File: src/hdl/lru_kv_pkg.sv
// Shared types, sizes and codes for the LRU key/value cache.
`timescale 1ns / 1ps

package lru_kv_pkg;

  // Capacity of the slot array
  localparam int MAX_ENTRIES = 16;
  localparam int IDX_W       = $clog2(MAX_ENTRIES);
  localparam int RANK_W      = IDX_W;
  localparam int CNT_W       = $clog2(MAX_ENTRIES + 1);
  localparam int WORD_W      = 32;

  typedef logic [IDX_W-1:0]  idx_t;
  typedef logic [RANK_W-1:0] rank_t;
  typedef logic [CNT_W-1:0]  cnt_t;
  typedef logic [WORD_W-1:0] word_t;

  // Operation codes
  localparam logic OP_GET = 1'b0;
  localparam logic OP_PUT = 1'b1;

  // Value returned by a get that misses
  localparam word_t READ_MISS = '1;

  // Capacity register reset value
  localparam cnt_t CAP_RESET = cnt_t'(MAX_ENTRIES);

  // Controller to datapath
  typedef struct packed {
    logic load;   // capture the incoming item
    logic exec;   // look up, update slots and fill the result register
  } cmd_t;

  // Datapath to controller
  typedef struct packed {
    logic out_busy;  // result register holds an item that is not taken
  } status_t;

endpackage

File: src/hdl/lru_kv_ctrl.sv
// Controller: sequences item capture and the lookup/update cycle.
`timescale 1ns / 1ps

module lru_kv_ctrl (
  input  logic                clk,
  input  logic                rst,
  input  logic                in_valid,
  output logic                in_stall,
  input  lru_kv_pkg::status_t sts,
  output lru_kv_pkg::cmd_t    cmd
);

  typedef enum logic {
    S_IDLE,
    S_EXEC
  } state_t;

  state_t state;
  state_t state_next;
  logic   in_stall_next;

  // Decide next state and commands
  always_comb begin
    state_next    = state;
    in_stall_next = in_stall;
    cmd           = '0;
    case (state)
      S_IDLE: begin
        cmd.load = in_valid;
        if (in_valid) begin
          state_next    = S_EXEC;
          in_stall_next = 1'b1;
        end
      end
      S_EXEC: begin
        cmd.exec = !sts.out_busy;
        if (!sts.out_busy) begin
          state_next    = S_IDLE;
          in_stall_next = 1'b0;
        end
      end
      default: begin
        state_next    = S_IDLE;
        in_stall_next = 1'b0;
      end
    endcase
  end

  // Hold state and the registered stall
  always_ff @(posedge clk) begin
    if (rst) begin
      state    <= S_IDLE;
      in_stall <= 1'b0;
    end else begin
      state    <= state_next;
      in_stall <= in_stall_next;
    end
  end

endmodule

File: src/hdl/lru_kv_dp.sv
// Datapath: slot array, parallel key compare, age-rank update and result register.
`timescale 1ns / 1ps

module lru_kv_dp (
  input  logic                       clk,
  input  logic                       rst,
  input  lru_kv_pkg::cmd_t           cmd,
  output lru_kv_pkg::status_t        sts,
  input  logic                       operation,
  input  logic signed [31:0]         key,
  input  logic signed [31:0]         value,
  input  logic                       cfg_valid,
  input  logic [lru_kv_pkg::CNT_W-1:0] cfg_data,
  output logic                       out_valid,
  input  logic                       out_stall,
  output logic                       hit,
  output logic signed [31:0]         read_value,
  output logic                       evicted,
  output logic signed [31:0]         evicted_key
);

  // Captured item
  logic              req_op;
  lru_kv_pkg::word_t req_key;
  lru_kv_pkg::word_t req_value;

  // Slot storage
  logic              slot_valid [lru_kv_pkg::MAX_ENTRIES];
  lru_kv_pkg::word_t slot_key   [lru_kv_pkg::MAX_ENTRIES];
  lru_kv_pkg::word_t slot_value [lru_kv_pkg::MAX_ENTRIES];
  lru_kv_pkg::rank_t slot_rank  [lru_kv_pkg::MAX_ENTRIES];
  lru_kv_pkg::cnt_t  used_count;
  lru_kv_pkg::cnt_t  cap_in_use;

  // Lookup results
  logic              found;
  lru_kv_pkg::idx_t  found_idx;
  lru_kv_pkg::idx_t  lru_idx;
  lru_kv_pkg::idx_t  free_idx;
  lru_kv_pkg::idx_t  dst_idx;
  lru_kv_pkg::rank_t touch_rank;
  lru_kv_pkg::rank_t oldest_rank;
  lru_kv_pkg::cnt_t  eff_cap;
  logic              do_insert;
  logic              do_evict;
  logic              out_take;

  assign out_take     = out_valid && !out_stall;
  assign sts.out_busy = out_valid && out_stall;

  // Clamp the capacity register to 1..MAX_ENTRIES
  always_comb begin
    eff_cap = cap_in_use;
    if (cap_in_use == '0) begin
      eff_cap = lru_kv_pkg::cnt_t'(1);
    end else if (cap_in_use > lru_kv_pkg::cnt_t'(lru_kv_pkg::MAX_ENTRIES)) begin
      eff_cap = lru_kv_pkg::cnt_t'(lru_kv_pkg::MAX_ENTRIES);
    end
  end

  // Ranks of valid slots run 0..used_count-1, so the oldest has rank used_count-1
  assign oldest_rank = lru_kv_pkg::rank_t'(used_count - lru_kv_pkg::cnt_t'(1));

  // Compare all slots in parallel; lowest index wins
  always_comb begin
    found     = 1'b0;
    found_idx = '0;
    lru_idx   = '0;
    free_idx  = '0;
    for (int i = lru_kv_pkg::MAX_ENTRIES - 1; i >= 0; i--) begin
      if (slot_valid[i] && slot_key[i] == req_key) begin
        found     = 1'b1;
        found_idx = lru_kv_pkg::idx_t'(i);
      end
      if (slot_valid[i] && slot_rank[i] == oldest_rank) begin
        lru_idx = lru_kv_pkg::idx_t'(i);
      end
      if (!slot_valid[i]) begin
        free_idx = lru_kv_pkg::idx_t'(i);
      end
    end
  end

  assign touch_rank = slot_rank[found_idx];
  assign do_insert  = (req_op == lru_kv_pkg::OP_PUT) && !found;
  assign do_evict   = do_insert && (used_count >= eff_cap) && (used_count != '0);
  assign dst_idx    = do_evict ? lru_kv_pkg::idx_t'(lru_idx) : free_idx;

  // Capacity register, used count, slot valid marks and result valid flag
  always_ff @(posedge clk) begin
    if (rst) begin
      cap_in_use <= lru_kv_pkg::CAP_RESET;
      used_count <= '0;
      out_valid  <= 1'b0;
      for (int i = 0; i < lru_kv_pkg::MAX_ENTRIES; i++) begin
        slot_valid[i] <= 1'b0;
      end
    end else begin
      if (cfg_valid) begin
        cap_in_use <= cfg_data;
      end
      if (cmd.exec) begin
        out_valid <= 1'b1;
      end else if (out_take) begin
        out_valid <= 1'b0;
      end
      if (cmd.exec && do_insert) begin
        slot_valid[dst_idx] <= 1'b1;
        if (!do_evict) begin
          used_count <= used_count + lru_kv_pkg::cnt_t'(1);
        end
      end
    end
  end

  // Payload registers: item, slot contents, ranks and result
  always_ff @(posedge clk) begin
    if (cmd.load) begin
      req_op    <= operation;
      req_key   <= key;
      req_value <= value;
    end
    if (cmd.exec) begin
      if (found) begin
        // Touch: younger valid slots age by one, the hit slot becomes newest
        for (int i = 0; i < lru_kv_pkg::MAX_ENTRIES; i++) begin
          if (slot_valid[i] && lru_kv_pkg::idx_t'(i) != found_idx &&
              slot_rank[i] < touch_rank) begin
            slot_rank[i] <= slot_rank[i] + lru_kv_pkg::rank_t'(1);
          end
        end
        slot_rank[found_idx] <= '0;
        if (req_op == lru_kv_pkg::OP_PUT) begin
          slot_value[found_idx] <= req_value;
        end
      end else if (do_insert) begin
        // Insert: every other valid slot ages by one
        for (int i = 0; i < lru_kv_pkg::MAX_ENTRIES; i++) begin
          if (slot_valid[i] && lru_kv_pkg::idx_t'(i) != dst_idx) begin
            slot_rank[i] <= slot_rank[i] + lru_kv_pkg::rank_t'(1);
          end
        end
        slot_rank[dst_idx]  <= '0;
        slot_key[dst_idx]   <= req_key;
        slot_value[dst_idx] <= req_value;
      end

      // Fill the result register
      hit         <= found;
      evicted     <= do_evict;
      evicted_key <= do_evict ? slot_key[lru_idx] : '0;
      if (req_op == lru_kv_pkg::OP_GET) begin
        read_value <= found ? slot_value[found_idx] : lru_kv_pkg::READ_MISS;
      end else begin
        read_value <= '0;
      end
    end
  end

endmodule

File: src/hdl/lru_key_value_cache.sv
// Top level of the fully associative LRU key/value cache.
// The accepting edge captures the item; the result register is filled by the single
// compare-and-update cycle over all slots, once the previous result is taken. A new
// item waits for that cycle; a stalled result holds the update cycle of the next item.
// Reset: clears all valid marks and the used count, sets the capacity to 16;
// key, value and rank storage is not cleared and needs no clearing pass.
`timescale 1ns / 1ps

module lru_key_value_cache (
  input  logic                         clk,
  input  logic                         rst,
  input  logic                         in_valid,
  output logic                         in_stall,
  input  logic                         operation,
  input  logic signed [31:0]           key,
  input  logic signed [31:0]           value,
  input  logic                         cfg_valid,
  output logic                         cfg_ready,
  input  logic [lru_kv_pkg::CNT_W-1:0] cfg_data,
  output logic                         out_valid,
  input  logic                         out_stall,
  output logic                         hit,
  output logic signed [31:0]           read_value,
  output logic                         evicted,
  output logic signed [31:0]           evicted_key
);

  lru_kv_pkg::cmd_t    cmd;
  lru_kv_pkg::status_t sts;
  logic                cfg_write;

  // The user must write the capacity only while idle; the block itself does not enforce this
  assign cfg_ready = 1'b1;
  assign cfg_write = cfg_valid && cfg_ready;

  lru_kv_ctrl u_ctrl (
    .clk      (clk),
    .rst      (rst),
    .in_valid (in_valid),
    .in_stall (in_stall),
    .sts      (sts),
    .cmd      (cmd)
  );

  lru_kv_dp u_dp (
    .clk         (clk),
    .rst         (rst),
    .cmd         (cmd),
    .sts         (sts),
    .operation   (operation),
    .key         (key),
    .value       (value),
    .cfg_valid   (cfg_write),
    .cfg_data    (cfg_data),
    .out_valid   (out_valid),
    .out_stall   (out_stall),
    .hit         (hit),
    .read_value  (read_value),
    .evicted     (evicted),
    .evicted_key (evicted_key)
  );

  // An accepted item blocks the input until its update cycle runs
  a_stall_after_accept: assert property (@(posedge clk) disable iff (rst)
    (in_valid && !in_stall) |=> in_stall)
    else $error("input not stalled after item accept");

  // A new result appears only from the update cycle of a held item
  a_result_from_exec: assert property (@(posedge clk) disable iff (rst)
    $rose(out_valid) |-> $past(in_stall))
    else $error("result without a captured item");

  // An eviction only happens on a miss
  a_evict_on_miss: assert property (@(posedge clk) disable iff (rst)
    (out_valid && evicted) |-> !hit)
    else $error("eviction reported on a hit");

  // Evicted key is zero when nothing was removed
  a_evict_key_zero: assert property (@(posedge clk) disable iff (rst)
    (out_valid && !evicted) |-> (evicted_key == '0))
    else $error("evicted key set without eviction");

endmodule
File: config.mk
export PLATFORM = sky130hd
export DESIGN_NAME = lru_key_value_cache
export DESIGN_NICKNAME = d
export VERILOG_FILES = /design/src/hdl/lru_kv_pkg.sv /design/src/hdl/lru_kv_ctrl.sv /design/src/hdl/lru_kv_dp.sv /design/src/hdl/lru_key_value_cache.sv
export SDC_FILE = /design/constraint.sdc
export NUM_CORES = 2
export LEC_CHECK = 0
export ABC_AREA = 1
export BUFFER_PORTS_ARGS = -buffer_cell sky130_fd_sc_hd__buf_2
export CORE_MARGIN = 2
export CORE_UTILIZATION = 45
export DETAILED_ROUTE_END_ITERATION = 8
export HOLD_SLACK_MARGIN = 0.15
export MAX_ROUTING_LAYER = met4
export PLACE_DENSITY = 0.64
export SYNTH_ARGS = -nofsm -noshare
export SYNTH_HDL_FRONTEND = slang
export SYNTH_SLANG_ARGS = --single-unit
File: constraint.sdc
create_clock -name clk -period 7.85 [get_ports clk]
set_input_delay 1.57 -clock clk [delete_from_list [all_inputs] [get_ports clk]]
set_output_delay 1.57 -clock clk [all_outputs]
set_load 0.1 [all_outputs]
==> impl_table.tex <==
\begin{tabular}{lr}
\hline
Metric & Value \\
\hline
\multicolumn{2}{l}{\textbf{Yosys}} \\
\quad Dominant cell type by area after synthesis & sky130\_fd\_sc\_hd\_\_edfxtp\_1 \\
\quad Post-synth net total & $\sim$5.6k \\
\quad Number of register bits inferred by synthesis & 1248 \\
\quad Number of synthesized flops with an enable pin & between 1k and 1.5k \\
\quad Post-synth top cells & sky130\_fd\_sc\_hd\_\_edfxtp\_1, sky130\_fd\_sc\_hd\_\_nand2\_1, sky130\_fd\_sc\_hd\_\_inv\_1 \\
\quad Fraction of post-synthesis cell area in the top cell type by area & 59.4\% \\
\quad Cell types with the largest area share after synthesis & sky130\_fd\_sc\_hd\_\_edfxtp\_1, sky130\_fd\_sc\_hd\_\_nand2\_1, sky130\_fd\_sc\_hd\_\_inv\_1 \\
\quad FFs w/ async S/R, synth & 0\% \\
\quad Average cell area after synthesis & 10.7 sq um \\
\quad Netlist area before placement & about 58000 sq um \\
\quad Cell variety after synth & 65 \\
\quad Warning count from the yosys run & 0 \\
\quad Primary flip-flop cell chosen by synthesis mapping & sky130\_fd\_sc\_hd\_\_edfxtp\_1 \\
\quad Part of the Yosys area used for sequential elements & 62.6\% \\
\quad Most frequently used cell type in the post-synthesis netlist & sky130\_fd\_sc\_hd\_\_edfxtp\_1 \\
\quad Post-Synthesis Cells & 5467 \\
\multicolumn{2}{l}{\textbf{Timing}} \\
\quad Post-route setup TNS & 0 ps \\
\quad Count of final setup violators & 0 \\
\quad Worst clock skew & between 40 and 50 ps \\
\quad Setup repair after global routing missed its margin & false \\
\quad Fin. max-slew vios & 0 \\
\quad Final worst-path cycle share & about 91\% \\
\quad Normalized max-slew margin & between 10\% and 20\% \\
\quad Number of hold violations in the final report & 0 \\
\quad Time the worst path needs with I/O delays and setup & just over 7000 ps \\
\quad Timing-limited maximum frequency & $\sim$140 MHz \\
\quad Worst-Margin Slew & 1260 ps \\
\multicolumn{2}{l}{\textbf{Clock network}} \\
\quad Maximum root-to-sink buffer count & 3 \\
\quad Number of buffers inserted for hold repair after clock tree synthesis & 0 \\
\quad Number of setup buffers added after CTS & 0 \\
\quad Clock transition at the register clock pins on the worst setup and hold paths after CTS & about 60 ps \\
\quad Clock sinks & 1248 \\
\quad Clock insertion delay at the later pin of the skew report & roughly 800 ps \\
\quad Max H-tree Level & 4 \\
\quad CTS Buf Count & roughly 140 \\
\quad Clock tree from TritonCTS & yes \\
\quad Resized Gates After CTS & 0 \\
\quad Master cell of the clock root buffer & sky130\_fd\_sc\_hd\_\_clkbuf\_16 \\
\multicolumn{2}{l}{\textbf{Flow run}} \\
\quad Max-capacitance violation count & 0 \\
\multicolumn{2}{l}{\textbf{Detailed routing}} \\
\quad Highest routed layer & met4 \\
\quad Met2 layer wire length in the routed design & roughly 94 mm \\
\quad Detailed router's first-iteration violation count & 6622 \\
\quad Antenna-violating nets left & 0 \\
\quad Via total after detailed routing & roughly 46k \\
\quad Routed length per placed instance & $\sim$28 microns \\
\quad DR WL met3 & 24.3 mm \\
\quad Remaining DRCs & 0 \\
\quad Routed met1 length & roughly 80 mm \\
\quad Routed vias/inst & 6.15 \\
\quad Total Routed Length & 209 mm \\
\quad Detailed-routing iteration count for the pre-antenna-repair pass & 9 \\
\multicolumn{2}{l}{\textbf{Layout}} \\
\quad Nets@finish & around 5.7k \\
\quad Share of post-route cells with drive strength above 1 & $\sim$11\% \\
\quad Finished Layout Cells & $\sim$7.4k \\
\quad Area added between synthesis and finish & 12.7\% \\
\quad Util after Layout & 50.9\% \\
\multicolumn{2}{l}{\textbf{Die}} \\
\quad Effective utilization at floorplan & about 45\% \\
\quad Chip Height & $\sim$360 microns \\
\quad Die Span X & approximately 360 microns \\
\quad Die area & approximately 130000 sq um \\
\quad \# IOs & about 140 \\
\quad Standard-cell rows & 132 \\
\quad Floorplan core area & $\sim$130000 sq um \\
\multicolumn{2}{l}{\textbf{Place}} \\
\quad Port Buffer Count & $\sim$140 \\
\quad Count of placed standard cells including taps & 7188 \\
\quad Post-DP HPWL & approximately 140 mm \\
\quad Weighted congestion reported at the end of routability-driven placement & roughly 1.1 \\
\multicolumn{2}{l}{\textbf{Global route}} \\
\quad Initial antenna violation count & 3 \\
\quad GR Overflow Total & 0 \\
\quad Maximum number of pins on one net before global-route repair & 170 \\
\quad Aggregate global-route resource usage & a little under a third \\
\quad Wire length of the first global-routing pass & between 200 and 300 mm \\
\quad Number of global-route vias before repair & between 40k and 50k \\
\multicolumn{2}{l}{\textbf{Setup path}} \\
\quad Worst path required time & between 8000 and 9000 ps \\
\quad Type of origin of the critical path & flop \\
\quad Critical Path Sink Type & flop \\
\quad Signal arrival time at the worst endpoint & a little under 8000 ps \\
\quad CP Class & reg -> reg \\
\quad Worst-path fanout max & 10 \\
\multicolumn{2}{l}{\textbf{Min path}} \\
\quad HP Class & reg -> reg \\
\multicolumn{2}{l}{\textbf{Pwr}} \\
\quad Static leakage power & roughly 24 nW \\
\quad Pwr dens & around 220 nW/um\^{}2 \\
\quad Largest voltage drop on the vdd net & about 0.22 mV \\
\multicolumn{2}{l}{\textbf{Run status}} \\
\quad Outcome & finished clean \\
\hline
\end{tabular}
-- kinds of logic after synthesis --
family | Yosys count | synth area share [%]
xor+xnor | 197 | 2.98
compound gates | 1186 | 12.9
other cells | 1 | 0.00643
flops | 1248 | 62.6
buf+inv | 851 | 5.83
simple gates | 1912 | 14.1
fa+ha+maj | 72 | 1.54
-- metal layers --
layer	GRT usage, %	vias to the layer above
li1	-	19864
met1	41.4	22241
met2	47.7	3099
met3	7.18	602
met4	14.6	0
met5	-	-
-- worst max-delay path, cell delays in order, from the launching register on --
cell	delay (ps)
sky130_fd_sc_hd__edfxtp_1	700
sky130_fd_sc_hd__o22ai_1	140
sky130_fd_sc_hd__nor2_1	750
sky130_fd_sc_hd__o2111ai_1	210
sky130_fd_sc_hd__nor4_1	680
sky130_fd_sc_hd__nand4_1	370
sky130_fd_sc_hd__nand2_2	190
sky130_fd_sc_hd__inv_2	60
sky130_fd_sc_hd__a21oi_4	400
sky130_fd_sc_hd__inv_2	190
sky130_fd_sc_hd__nand2_1	330
sky130_fd_sc_hd__buf_4	230
sky130_fd_sc_hd__inv_4	50
sky130_fd_sc_hd__nand2_1	70
sky130_fd_sc_hd__nor2_1	50
sky130_fd_sc_hd__a311oi_1	270
sky130_fd_sc_hd__o2111ai_1	530
sky130_fd_sc_hd__buf_4	400
sky130_fd_sc_hd__ha_1	300
sky130_fd_sc_hd__a2111oi_0	370
sky130_fd_sc_hd__o21ai_0	140
sky130_fd_sc_hd__inv_1	70
sky130_fd_sc_hd__nand2_1	90
sky130_fd_sc_hd__nand2_1	170
sky130_fd_sc_hd__nand2_1	80
sky130_fd_sc_hd__nand2_1	60
sky130_fd_sc_hd__a21oi_1	60
-- cell usage in the layout (no fill, tap or decap), types with 11 or more instances in the layout --
cell type and n:
sky130_fd_sc_hd__buf_4 114, sky130_fd_sc_hd__xnor2_1 51, sky130_fd_sc_hd__dfxtp_1 93, sky130_fd_sc_hd__nor2_1 346, sky130_fd_sc_hd__xor2_1 144, sky130_fd_sc_hd__clkbuf_16 141, sky130_fd_sc_hd__nand4_1 51, sky130_fd_sc_hd__ha_1 72
sky130_fd_sc_hd__a22o_1 19, sky130_fd_sc_hd__a2111oi_0 28, sky130_fd_sc_hd__o211ai_1 67, sky130_fd_sc_hd__a21oi_1 238, sky130_fd_sc_hd__clkbuf_1 31, sky130_fd_sc_hd__a211oi_1 27, sky130_fd_sc_hd__inv_1 517, sky130_fd_sc_hd__a221oi_1 34
sky130_fd_sc_hd__o2111ai_1 144, sky130_fd_sc_hd__nor3_1 27, sky130_fd_sc_hd__clkinv_2 20, sky130_fd_sc_hd__nand2_1 981, sky130_fd_sc_hd__o22ai_1 133, sky130_fd_sc_hd__inv_2 42, sky130_fd_sc_hd__buf_12 11, sky130_fd_sc_hd__a21boi_0 15
sky130_fd_sc_hd__clkinv_1 22, sky130_fd_sc_hd__buf_2 142, sky130_fd_sc_hd__nor4_1 40, sky130_fd_sc_hd__o21ai_0 358, sky130_fd_sc_hd__a41oi_1 15, sky130_fd_sc_hd__edfxtp_1 1155, sky130_fd_sc_hd__o221ai_1 45, sky130_fd_sc_hd__nand2_2 24
sky130_fd_sc_hd__nand3_1 357, sky130_fd_sc_hd__o21ai_1 31, sky130_fd_sc_hd__nor2_4 38
-- state kept, by name, indices dropped and copies added, names as in the netlist --
name / cells
u_dp.req_key: 32
u_dp.read_value: 32
u_dp.hit: 1
u_dp.req_op: 1
u_ctrl.in_stall: 1
u_dp.out_valid: 1
u_dp.evicted_key: 32
u_dp.cap_in_use: 5
u_dp.evicted: 1
u_dp.req_value: 32
u_dp.used_count: 5
u_dp.slot_value: 512
u_dp.slot_valid: 16
u_ctrl.state: 1
u_dp.slot_rank: 64
u_dp.slot_key: 512
-- final timing paths --
kind                                      startpoint                     to  slack [ps]  cells past startpoint
worst min register to register       u_ctrl.in_stall        u_ctrl.in_stall         490                      2
worst min-delay path                 u_ctrl.in_stall        u_ctrl.in_stall         490                      2
worst max register to register  u_dp.slot_key[3][19]  u_dp.slot_rank[13][3]         730                     26
worst max-delay path            u_dp.slot_key[3][19]  u_dp.slot_rank[13][3]         730                     26
-- final cells by class --
type	instances	area [sq um]
Multi-Input combinational cell	3368	18700
Sequential cell	1248	36500
Inverter	563	2130
Clock inverter	72	674
Antenna cell	4	10.0
Timing Repair Buffer	267	1790
Clock buffer	179	3740
Tap cell	1742	2180
Fill cell	11611	63400
-- power by group --
part | internal [mW] | switching [mW]
Combinational | 0.168 | 0.654
Clock | 3.62 | 2.78
Sequential | 7.35 | 0.0819
-- metrics by stage --
stage | total power, mW | hold WS [ps] | cell area (sq um) | worst slack [ps]
floorplan | 8.04 | 443 | 58400 | 1440
global placement | 8.37 | 454 | 61300 | 1010
detailed placement | 8.37 | 471 | 61300 | 927
CTS | 14.7 | 489 | 65800 | 931
global route | 15.0 | 507 | 65800 | 382
finish | 14.7 | 488 | 65800 | 730
No activity file was read; power rests on OpenSTA's default activity.
